==> src/sv/dfs_pkg.sv <==
`timescale 1ns / 1ps
`default_nettype none

package dfs_pkg;

  typedef enum logic [2:0] {
    MODE_IDLE     = 3'd0,
    MODE_STARTUP  = 3'd1,
    MODE_SHUTDOWN = 3'd2,
    MODE_GO       = 3'd3,
    MODE_RAMP     = 3'd4,
    MODE_STOP     = 3'd5
  } play_mode_t;

  localparam logic       CMD_TICK = 1'b0;
  localparam logic       CMD_SET_MODE = 1'b1;

  localparam logic [31:0] ZERO_LEVEL_RESET = 32'h4000_0000;
  localparam logic [31:0] RAMP_STEP = 32'h0000_8000;
  localparam logic [31:0] SLEW_STEP2 = 32'h0001_0000;
  localparam logic [31:0] STARTUP_LOW = 32'h0001_0000;
  localparam logic [31:0] STARTUP_HIGH = 32'hFFFF_0000;
  localparam logic [31:0] SHUTDOWN_LOW = 32'h7FFF_0000;
  localparam logic [31:0] SHUTDOWN_HIGH = 32'h8001_0000;
  localparam logic [31:0] SHUTDOWN_TARGET2 = 32'h8000_0000;
  localparam logic [31:0] SHUTDOWN_DONE = 32'h4000_0000;

  typedef struct packed {
    logic        mode;
    logic [2:0]  new_play_mode;
    logic [31:0] head_sample;
  } dfs_in_t;

  typedef struct packed {
    logic [31:0] dac_word;
    logic        sample_consumed;
    logic [2:0]  current_mode;
    logic [31:0] tick_count;
  } dfs_out_t;

endpackage

`default_nettype wire

==> src/sv/dfs_if.sv <==
`timescale 1ns / 1ps
`default_nettype none

interface dfs_in_if
  import dfs_pkg::*;
();
  logic    valid;
  logic    ready;
  dfs_in_t data;

  modport source (output valid, output data, input ready);
  modport sink (input valid, input data, output ready);
endinterface

interface dfs_out_if
  import dfs_pkg::*;
();
  logic     valid;
  logic     ready;
  dfs_out_t data;

  modport source (output valid, output data, input ready);
  modport sink (input valid, input data, output ready);
endinterface

`default_nettype wire

==> src/sv/dac_feed_soft_ramp_sequencer_top.sv <==
`timescale 1ns / 1ps
`default_nettype none

// A tick transaction's result is registered and shows in the cycle after it is accepted.
// Throughput: one transaction per cycle; the single output register is refilled in
// the same cycle it is drained, so ready drops only while a result waits unread.
// Command transactions update the play mode and produce no result.
// Reset (rst_n low, synchronous) loads zero_level and all held words with
// 0x40000000, selects the left channel, enters idle and clears the tick count.
module dac_feed_soft_ramp_sequencer_top
  import dfs_pkg::*;
(
  input  wire logic         clk,
  input  wire logic         rst_n,
  dfs_in_if.sink            in_if,
  dfs_out_if.source         out_if,
  input  wire logic         cfg_we,
  input  wire logic [31:0]  cfg_wdata
);

  logic [31:0] zero_level_r;
  logic [31:0] next_word_r, next_word_nxt;
  logic [31:0] held_left_r, held_left_nxt;
  logic [31:0] held_right_r, held_right_nxt;
  logic        chan_sel_r, chan_sel_nxt;
  play_mode_t  play_state_r, play_state_nxt;
  logic [31:0] served_r, served_nxt;
  logic        consumed;
  logic        out_valid_r;
  dfs_out_t    out_data_r;

  logic        accept;
  logic        is_cmd;
  logic [31:0] head;
  logic [31:0] dbl;
  logic [31:0] slew_target;
  logic [31:0] slewed;

  assign in_if.ready = !out_valid_r || out_if.ready;
  assign accept = in_if.valid && in_if.ready;
  assign is_cmd = (in_if.data.mode == CMD_SET_MODE);
  assign head = in_if.data.head_sample;
  assign dbl = {next_word_r[30:0], 1'b0};
  assign slew_target = (play_state_r == MODE_RAMP) ? head : zero_level_r;
  assign slewed = (next_word_r > slew_target) ? next_word_r - RAMP_STEP
                                              : next_word_r + RAMP_STEP;

  always_comb begin
    next_word_nxt = next_word_r;
    held_left_nxt = held_left_r;
    held_right_nxt = held_right_r;
    chan_sel_nxt = chan_sel_r;
    consumed = 1'b0;
    unique case (play_state_r)
      MODE_STARTUP: begin
        if (next_word_r != 32'd0) begin
          if (dbl <= STARTUP_LOW || dbl >= STARTUP_HIGH) begin
            next_word_nxt = 32'd0;
          end else begin
            next_word_nxt = (dbl + SLEW_STEP2) >> 1;
          end
        end
      end
      MODE_SHUTDOWN: begin
        if (next_word_r != SHUTDOWN_DONE) begin
          if (dbl <= SHUTDOWN_HIGH && dbl >= SHUTDOWN_LOW) begin
            next_word_nxt = SHUTDOWN_TARGET2 >> 1;
          end else begin
            next_word_nxt = (dbl - SLEW_STEP2) >> 1;
          end
        end
      end
      MODE_GO: begin
        next_word_nxt = head;
        if (!chan_sel_r) begin
          held_left_nxt = head;
        end else begin
          held_right_nxt = head;
        end
        chan_sel_nxt = !chan_sel_r;
        consumed = 1'b1;
      end
      MODE_RAMP, MODE_STOP: begin
        next_word_nxt = slewed;
      end
      default: begin
        next_word_nxt = chan_sel_r ? held_right_r : held_left_r;
        chan_sel_nxt = !chan_sel_r;
      end
    endcase
  end

  always_comb begin
    play_state_nxt = play_state_r;
    if (is_cmd) begin
      unique case (play_mode_t'(in_if.data.new_play_mode))
        MODE_IDLE, MODE_STARTUP, MODE_SHUTDOWN, MODE_GO, MODE_RAMP, MODE_STOP: begin
          play_state_nxt = play_mode_t'(in_if.data.new_play_mode);
        end
        default: begin
          play_state_nxt = MODE_IDLE;
        end
      endcase
    end else if (play_state_r == MODE_RAMP &&
                 slewed[31:15] == head[31:15]) begin
      play_state_nxt = MODE_GO;
    end else if (play_state_r == MODE_STOP &&
                 slewed[31:15] == zero_level_r[31:15]) begin
      play_state_nxt = MODE_IDLE;
    end
  end

  assign served_nxt = served_r + 32'd1;

  always_ff @(posedge clk) begin
    if (!rst_n) begin
      zero_level_r <= ZERO_LEVEL_RESET;
      next_word_r <= ZERO_LEVEL_RESET;
      held_left_r <= ZERO_LEVEL_RESET;
      held_right_r <= ZERO_LEVEL_RESET;
      chan_sel_r <= 1'b0;
      play_state_r <= MODE_IDLE;
      served_r <= 32'd0;
      out_valid_r <= 1'b0;
    end else begin
      if (cfg_we) begin
        zero_level_r <= cfg_wdata;
      end
      if (accept) begin
        play_state_r <= play_state_nxt;
        if (!is_cmd) begin
          next_word_r <= next_word_nxt;
          held_left_r <= held_left_nxt;
          held_right_r <= held_right_nxt;
          chan_sel_r <= chan_sel_nxt;
          served_r <= served_nxt;
        end
      end
      if (accept && !is_cmd) begin
        out_valid_r <= 1'b1;
      end else if (out_if.ready) begin
        out_valid_r <= 1'b0;
      end
    end
  end

  always_ff @(posedge clk) begin
    if (accept && !is_cmd) begin
      out_data_r.dac_word <= next_word_r;
      out_data_r.sample_consumed <= consumed;
      out_data_r.current_mode <= play_state_nxt;
      out_data_r.tick_count <= served_nxt;
    end
  end

  assign out_if.valid = out_valid_r;
  assign out_if.data = out_data_r;

`ifndef SYNTHESIS
  a_consumed_in_go: assert property (@(posedge clk) disable iff (!rst_n)
    (out_valid_r && out_data_r.sample_consumed) |->
      (out_data_r.current_mode == MODE_GO))
    else $error("sample consumed outside go mode");

  a_cmd_no_result: assert property (@(posedge clk) disable iff (!rst_n)
    (accept && is_cmd && !out_valid_r) |=> !out_valid_r)
    else $error("command transaction produced a result");

  a_go_toggles_channel: assert property (@(posedge clk) disable iff (!rst_n)
    (accept && !is_cmd && play_state_r == MODE_GO) |=>
      (chan_sel_r != $past(chan_sel_r)))
    else $error("go tick did not alternate channel");

  a_tick_count_matches: assert property (@(posedge clk) disable iff (!rst_n)
    (accept && !is_cmd) |=> (out_data_r.tick_count == served_r))
    else $error("tick count out of step with served ticks");
`endif

endmodule

`default_nettype wire
==> src/flat_wrapper.sv <==
// flat-port wrapper written by rule: the top's interface ports become plain ports
module dac_feed_soft_ramp_sequencer_top_flat import dfs_pkg::*;
  (clk, rst_n, cfg_we, cfg_wdata, in_if_valid, in_if_data, in_if_ready, out_if_valid, out_if_data, out_if_ready);
  dfs_in_if in_if_i ();
  dfs_out_if out_if_i ();
  input  wire logic clk;
  input  wire logic rst_n;
  input  wire logic cfg_we;
  input  wire logic [31:0] cfg_wdata;
  input wire logic [$bits(in_if_i.valid)-1:0] in_if_valid;
  input wire logic [$bits(in_if_i.data)-1:0] in_if_data;
  output wire logic [$bits(in_if_i.ready)-1:0] in_if_ready;
  output wire logic [$bits(out_if_i.valid)-1:0] out_if_valid;
  output wire logic [$bits(out_if_i.data)-1:0] out_if_data;
  input wire logic [$bits(out_if_i.ready)-1:0] out_if_ready;
  assign in_if_i.valid = in_if_valid;
  assign in_if_i.data = in_if_data;
  assign in_if_ready = in_if_i.ready;
  assign out_if_valid = out_if_i.valid;
  assign out_if_data = out_if_i.data;
  assign out_if_i.ready = out_if_ready;
  dac_feed_soft_ramp_sequencer_top u_core (.clk(clk), .rst_n(rst_n), .in_if(in_if_i), .out_if(out_if_i), .cfg_we(cfg_we), .cfg_wdata(cfg_wdata));
endmodule
==> config.mk <==
export PLATFORM = sky130hd
export DESIGN_NAME = dac_feed_soft_ramp_sequencer_top_flat
export DESIGN_NICKNAME = d
export VERILOG_FILES = /design/src/sv/dfs_pkg.sv /design/src/sv/dfs_if.sv /design/src/sv/dac_feed_soft_ramp_sequencer_top.sv /design/src/flat_wrapper.sv
export SDC_FILE = /design/constraint.sdc
export NUM_CORES = 1
export LEC_CHECK = 0
export ABC_CLOCK_PERIOD_IN_PS = 9040
export BUFFER_PORTS_ARGS = -buffer_cell sky130_fd_sc_hd__buf_2
export CAP_MARGIN = 20
export CORE_MARGIN = 2
export CORE_UTILIZATION = 47
export CTS_BUF_LIST = sky130_fd_sc_hd__clkbuf_4
export DETAILED_ROUTE_END_ITERATION = 8
export PLACE_DENSITY = 0.76
export SYNTH_ARGS = -nofsm -noshare
export SYNTH_HDL_FRONTEND = slang
export SYNTH_SLANG_ARGS = --single-unit
export TNS_END_PERCENT = 20
==> constraint.sdc <==
create_clock -name clk -period 9.04 [get_ports clk]
set_input_delay 0.452 -clock clk [delete_from_list [all_inputs] [get_ports clk]]
set_output_delay 0.452 -clock clk [all_outputs]
set_load 0.03 [all_outputs]
== Word level (Yosys, flattened, before mapping) ==
Cells that the tools add are included.

* Register bits after elaboration: 233
* Input port bits: 73
* Output and inout bits: 70

* Add/sub/neg operators: 5
* Magnitude comparators: 5
* Equality and inequality tests: 15
* Mux-type cells: 15
* Bitwise gates (word level): 3
* Reduce and logical (&&, ||, !) cells: 21

{| class="wikitable"
|+ Operator list
! operator !! count
|-
| 32-bit 2-to-1 mux || 5
|-
| 32-bit case mux with 4 select lines || 1
|-
| 31-bit 2-to-1 mux || 2
|-
| 17-bit == test || 2
|-
| 32-bit by 1-bit adder with 32-bit output (second input constant) || 1
|-
| 32-bit by 16-bit adder with 32-bit output (second input constant) || 1
|-
| 32-bit by 17-bit adder with 32-bit output (second input constant) || 1
|-
| 32-bit by 31-bit >= comparator with 1-bit output (second input constant) || 1
|-
| 32-bit >= comparator (second input constant) || 1
|-
| 32-bit > comparator || 1
|-
| 32-bit by 17-bit less-or-equal comparator with 1-bit output (second input constant) || 1
|-
| 32-bit less-or-equal comparator (second input constant) || 1
|-
| 32-bit by 31-bit != test with 1-bit output (second input constant) || 1
|-
| 32-bit nonzero test || 1
|-
| 32-bit by 16-bit subtractor with 32-bit output (second input constant) || 1
|-
| 32-bit by 17-bit subtractor with 32-bit output (second input constant) || 1
|-
| 3-bit by 2-bit == test with 1-bit output (second input constant) || 4
|-
| 3-bit == test (second input constant) || 4
|-
| 3-bit 2-to-1 mux || 4
|-
| 4-bit AND reduction || 3
|-
| 3-bit by 1-bit == test with 1-bit output (second input constant) || 2
|-
| 6-bit OR reduction || 1
|-
| 1-bit logical AND || 5
|-
| 2-bit by 1-bit != test with 1-bit output (second input constant) || 2
|-
| other kinds (10) || 17
|}

== Depth between registers and ports, before layout ==
* Word-level depth: 9
* Depth in mapped cells: 25
* Mapped depth without buffers: 21

== Worst setup path before layout ==
OpenSTA, ideal clock, no wires.

* Path type: register -> register
* From: reg u_core.play_state_r[2]
* To: reg u_core.out_data_r, in the netlist u_core.out_if.data[32] (data pin)
* Arrival: 5.643 ns
* Required time: 8.784 ns
* Slack: 3.141 ns
* Stages on the path, launching flop included: 24
* Clock period less this slack: 5.899 ns
* Cells stage by stage: dfxtp_1 -> buf_2 -> inv_1 -> nor3_2 -> clkbuf_1 -> mux2i_1 -> ha_1 -> a21oi_1 -> nand2_1 -> a221oi_1 -> a31oi_1 -> a21oi_1 -> inv_1 -> ha_1 -> buf_1 -> xor2_1 -> mux2_2 -> nor4_1 -> nand3_1 -> a2111oi_0 -> nand4_1 -> nor4_4 -> nor2_1 -> o22a_1

* Cells in the longest elaborated chain, start to end: 9
* Elaborated cells between the ends (all ways): 12
* Those cells by class: 1 x order compare; 4 x eq/ne; 5 x mux; 2 x reduce/logical

{| class="wikitable"
|+ Ends and longest elaborated chain
! what !! line !! source
|-
| start, declared || dac_feed_soft_ramp_sequencer_top.sv:26 || <nowiki>play_mode_t play_state_r, play_state_nxt;</nowiki>
|-
| start signal, assigned || dac_feed_soft_ramp_sequencer_top.sv:130 || <nowiki>play_state_r <= play_state_nxt;</nowiki>
|-
| 3-bit == test || dac_feed_soft_ramp_sequencer_top.sv:44, dac_feed_soft_ramp_sequencer_top.sv:104 ||
|-
| 32-bit 2-to-1 mux || dac_feed_soft_ramp_sequencer_top.sv:44 || <nowiki>assign slew_target = (play_state_r == MODE_RAMP) ? head : zero_level_r;</nowiki>
|-
| 32-bit > comparator || dac_feed_soft_ramp_sequencer_top.sv:45 || <nowiki>assign slewed = (next_word_r > slew_target) ? next_word_r - RAMP_STEP</nowiki>
|-
| 32-bit 2-to-1 mux || dac_feed_soft_ramp_sequencer_top.sv:45 ||
|-
| 17-bit == test || dac_feed_soft_ramp_sequencer_top.sv:108 || <nowiki>slewed[31:15] == zero_level_r[31:15]) begin</nowiki>
|-
| 1-bit logical AND || dac_feed_soft_ramp_sequencer_top.sv:107 || <nowiki>end else if (play_state_r == MODE_STOP &&</nowiki>
|-
| 3-bit 2-to-1 mux || dac_feed_soft_ramp_sequencer_top.sv:107 ||
|-
| 3-bit 2-to-1 mux * || dac_feed_soft_ramp_sequencer_top.sv:104 || <nowiki>end else if (play_state_r == MODE_RAMP &&</nowiki>
|-
| 3-bit 2-to-1 mux * || dac_feed_soft_ramp_sequencer_top.sv:95 || <nowiki>if (is_cmd) begin</nowiki>
|-
| named net u_core.play_state_nxt[0] || dac_feed_soft_ramp_sequencer_top.sv:26 ||
|-
| end, declared || dac_feed_soft_ramp_sequencer_top.sv:30 || <nowiki>dfs_out_t out_data_r;</nowiki>
|}

The timed path passes the listed nets; every way through them passes the cells marked *.
A chain may end at the register's enable or synchronous reset.

== Final worst setup path ==
* From: reg u_core.play_state_r[0]
* To: reg u_core.out_data_r, in the netlist u_core.out_if.data[34] (data pin)

Same word-level chain as after synthesis.

==> Flow_metrics.wiki <==
{| class="wikitable"
! Metric !! Value
|-
| Worst setup skew after layout || 0.0618 ns
|-
| Maximum clock insertion buffer count || 3
|-
| Initial standard-cell utilization of the core || 0.475
|-
| Worst hold path type || in -> reg
|-
| RSZ-0062 raised after global routing || no
|-
| Total global routing track utilization || 0.254
|-
| Number of max-slew violations in the final report || 0
|-
| Routability-driven placement congestion ratio || 0.978
|-
| Remaining design rule violation count || 0
|-
| Commonest cells after routing, fill and taps aside || 224 x sky130_fd_sc_hd__nand2_1, 164 x sky130_fd_sc_hd__dfxtp_1, 141 x sky130_fd_sc_hd__buf_2, 93 x sky130_fd_sc_hd__mux2i_1, 90 x sky130_fd_sc_hd__clkbuf_4
|-
| Library cell with the largest summed area after synthesis || sky130_fd_sc_hd__dfxtp_1
|-
| Highest ir drop seen on vdd || 0.000118 V
|-
| Period Utilization, post-route || 0.770
|-
| Number of distinct library cells after synthesis || 82
|-
| Die extent in y || 174 um
|-
| Residual antenna-violating net count after detailed routing || 0
|-
| Post-synth ARST share || 0
|-
| Seq/Total Area, Yosys || 0.394
|-
| Post-DR vias/cell || 5.81
|-
| Initial antenna violation count || 1
|-
| Shortest clock period the worst path allows after layout || 6.96 ns
|-
| Yosys top cell area share || 0.244
|-
| Number of levels the H-tree was split into || 2
|-
| Maximum net fanout on the critical path || 22
|-
| Worst-Margin Slew || 1.02 ns
|-
| Number of maximum-capacitance constraint violations || 0
|-
| Largest net degree at the start of global routing || 119
|-
| Number of hold-slack violations in the final timing report || 0
|-
| Fraction of final layout cells sized beyond drive strength 1 || 0.173
|-
| IO Pins || 143
|-
| Clock latency at the later pin of the worst-skew pair || 0.71 ns
|-
| Result of the run || complete, no violations
|-
| Slew HR || 0.323
|-
| Clock tree from TritonCTS || done
|-
| Net count reported at finish || 1,761
|-
| CTS buffer count || 58
|-
| Post-synth EDFFs || 68
|-
| Synthesized area divided by synthesized cell count || 9.11 um2
|-
| Setup CP Type || reg -> reg
|-
| Width of the chip || 174 um
|-
| Final core occ || 0.543
|-
| Net count after synthesis || 1,614
|-
| Std-Cell Rows || 62
|-
| 1st-iter DRT viols || 892
|-
| Floorplan core area || 28,500 um2
|-
| Commonest non-fill, non-tap cell in the layout || sky130_fd_sc_hd__nand2_1
|-
| Maximum clock frequency || 144 MHz
|-
| Routed vias || 12.0k
|-
| Count of final setup violators || 0
|-
| Die Area || 30,200 um2
|-
| WP data arrival || 7.35 ns
|-
| # hold bufs at CTS || 19
|-
| Routed WL per cell || 19.0 um
|-
| Static leakage || 6.17 nW
|-
| YS warnings || 0
|-
| Accumulated negative setup slack || 0 ns
|-
| Most instantiated flip-flop cell in the synthesis netlist || sky130_fd_sc_hd__dfxtp_1
|-
| IO buf count || 142
|-
| Router iterations before antenna repair || 5
|-
| Number of synthesized register bits || 233
|-
| Gate Count Post-Synth || 1,489
|-
| Placed wire-length estimate || 28,000 um
|-
| Power density of the placed cells || 172 nW/um2
|-
| Sink Count || 233
|-
| Layout area overhead || 14.2%
|-
| Number of global-route vias before repair || 11.1k
|-
| Post-CTS clock slew at the launch and capture registers of the worst setup and hold paths || 0.08 ns
|-
| Clock root buffer master || sky130_fd_sc_hd__clkbuf_4
|-
| Final WL || 39,300 um
|-
| Wire length of the first global-routing pass || 61,000 um
|-
| Startpoint class of the critical path || register
|-
| Combined area of all synthesized cells || 13,600 um2
|-
| Total global routing overflow || 0
|-
| Post-CTS setup repair buffer count || 0
|-
| Required time at the worst-slack endpoint || 9.43 ns
|-
| Cells taking the most area after synthesis || sky130_fd_sc_hd__dfxtp_1 24%, sky130_fd_sc_hd__edfxtp_1 15%, sky130_fd_sc_hd__mux2i_1 6.9%
|-
| Kind of capture point of the worst setup path || register
|-
| Resized Gates After CTS || 0
|}
where the power goes:
| group | leakage, nW | total [W] | switching (W) | internal [W] |
|---|---|---|---|---|
| Clock | 0.443 | 0.000869 | 0.000418 | 0.000451 |
| Combinational | 3.75 | 0.000640 | 0.000394 | 0.000246 |
| Sequential | 1.98 | 0.00115 | 0.0000432 | 0.00111 |
final cells by class:
cell class                 instances  area [um2]
multi-input combinational       1137        7750
antenna                            1        2.50
clock buffer                      90         676
tap                              384         480
sequential                       233        5350
clock inverter                    13        61.3
inverter                          23        87.6
timing repair buffer             183        1090
fill                            2644       13100
registers in the layout, indices dropped and copies added, names as in the netlist:
name                 flops
u_core.chan_sel_r        1
u_core.held_right_r     32
u_core.served_r         32
u_core.out_if.data      68
u_core.play_state_r      3
u_core.next_word_r      32
u_core.zero_level_r     32
u_core.held_left_r      32
u_core.out_if.valid      1
routing by layer:
layer / GRT usage / share of wire
met4: 0.113 / 0.046
met1: 0.345 / 0.43
met3: 0.0542 / 0.087
met2: 0.388 / 0.44
met5: 0 / 0
kinds of logic (layout without fill, tap and decap cells):
logic type / after synthesis / in the layout / synth area share
simple gates: 546 / 546 / 0.198
compound gates: 345 / 345 / 0.184
flops: 233 / 233 / 0.394
buf+inv: 119 / 309 / 0.0353
mux: 98 / 98 / 0.0728
xor+xnor: 96 / 96 / 0.0671
fa+ha+maj: 52 / 52 / 0.0485
other cells: 0 / 1 / 0
critical path: stages, from the launching register on:
cell	delay, ns
sky130_fd_sc_hd__dfxtp_1	0.87
sky130_fd_sc_hd__nor3_4	0.10
sky130_fd_sc_hd__buf_4	0.26
sky130_fd_sc_hd__mux2i_1	0.15
sky130_fd_sc_hd__ha_1	0.33
sky130_fd_sc_hd__nand4_1	0.16
sky130_fd_sc_hd__nor4_1	0.48
sky130_fd_sc_hd__nand2_1	0.09
sky130_fd_sc_hd__a21oi_1	0.57
sky130_fd_sc_hd__inv_1	0.52
sky130_fd_sc_hd__ha_1	0.63
sky130_fd_sc_hd__a211o_1	0.36
sky130_fd_sc_hd__a21oi_1	0.28
sky130_fd_sc_hd__nor3_1	0.09
sky130_fd_sc_hd__a311oi_1	0.45
sky130_fd_sc_hd__xnor2_1	0.27
sky130_fd_sc_hd__xnor3_1	0.30
sky130_fd_sc_hd__o41ai_2	0.61
sky130_fd_sc_hd__o31ai_1	0.15
cells in the mapped netlist (37+ instances only):
library cell and instances:
sky130_fd_sc_hd__ha_1 51, sky130_fd_sc_hd__dfxtp_1 165, sky130_fd_sc_hd__edfxtp_1 68, sky130_fd_sc_hd__nor2_1 65
sky130_fd_sc_hd__nand3_1 53, sky130_fd_sc_hd__mux2i_1 93, sky130_fd_sc_hd__o21ai_0 37, sky130_fd_sc_hd__nand2_1 224
sky130_fd_sc_hd__xnor2_1 52, sky130_fd_sc_hd__xor2_1 39, sky130_fd_sc_hd__a21oi_1 65, sky130_fd_sc_hd__nor2b_1 43
sky130_fd_sc_hd__clkbuf_1 66, sky130_fd_sc_hd__a21boi_0 77
stage by stage:
step	cells	power [W]	instance area [um2]	hold WS, ns	worst slack (ns)
finish	2064	0.00266	15500	0.0419	2.08
global route	2064	0.00279	15500	0.00950	1.67
detailed placement	1940	0.00179	14500	0.459	2.23
global placement	1940	0.00179	14500	0.450	2.32
CTS	2062	0.00267	15500	0.00208	2.16
floorplan	1489	0.00161	13600	0.439	3.14
worst paths after layout:
| path | from | to | slack [ns] | cells after the start |
|---|---|---|---|---|
| worst min register to register | u_core.held_left_r[23] | u_core.held_left_r[23] | 0.46 | 2 |
| worst min-delay path | in_if_data[0] | u_core.held_left_r[0] | 0.04 | 3 |
| worst max register to register | u_core.play_state_r[0] | u_core.out_if.data[34] | 2.08 | 18 |
| worst max-delay path | u_core.play_state_r[0] | u_core.out_if.data[34] | 2.08 | 18 |
(Power assumes the default switching activity.)
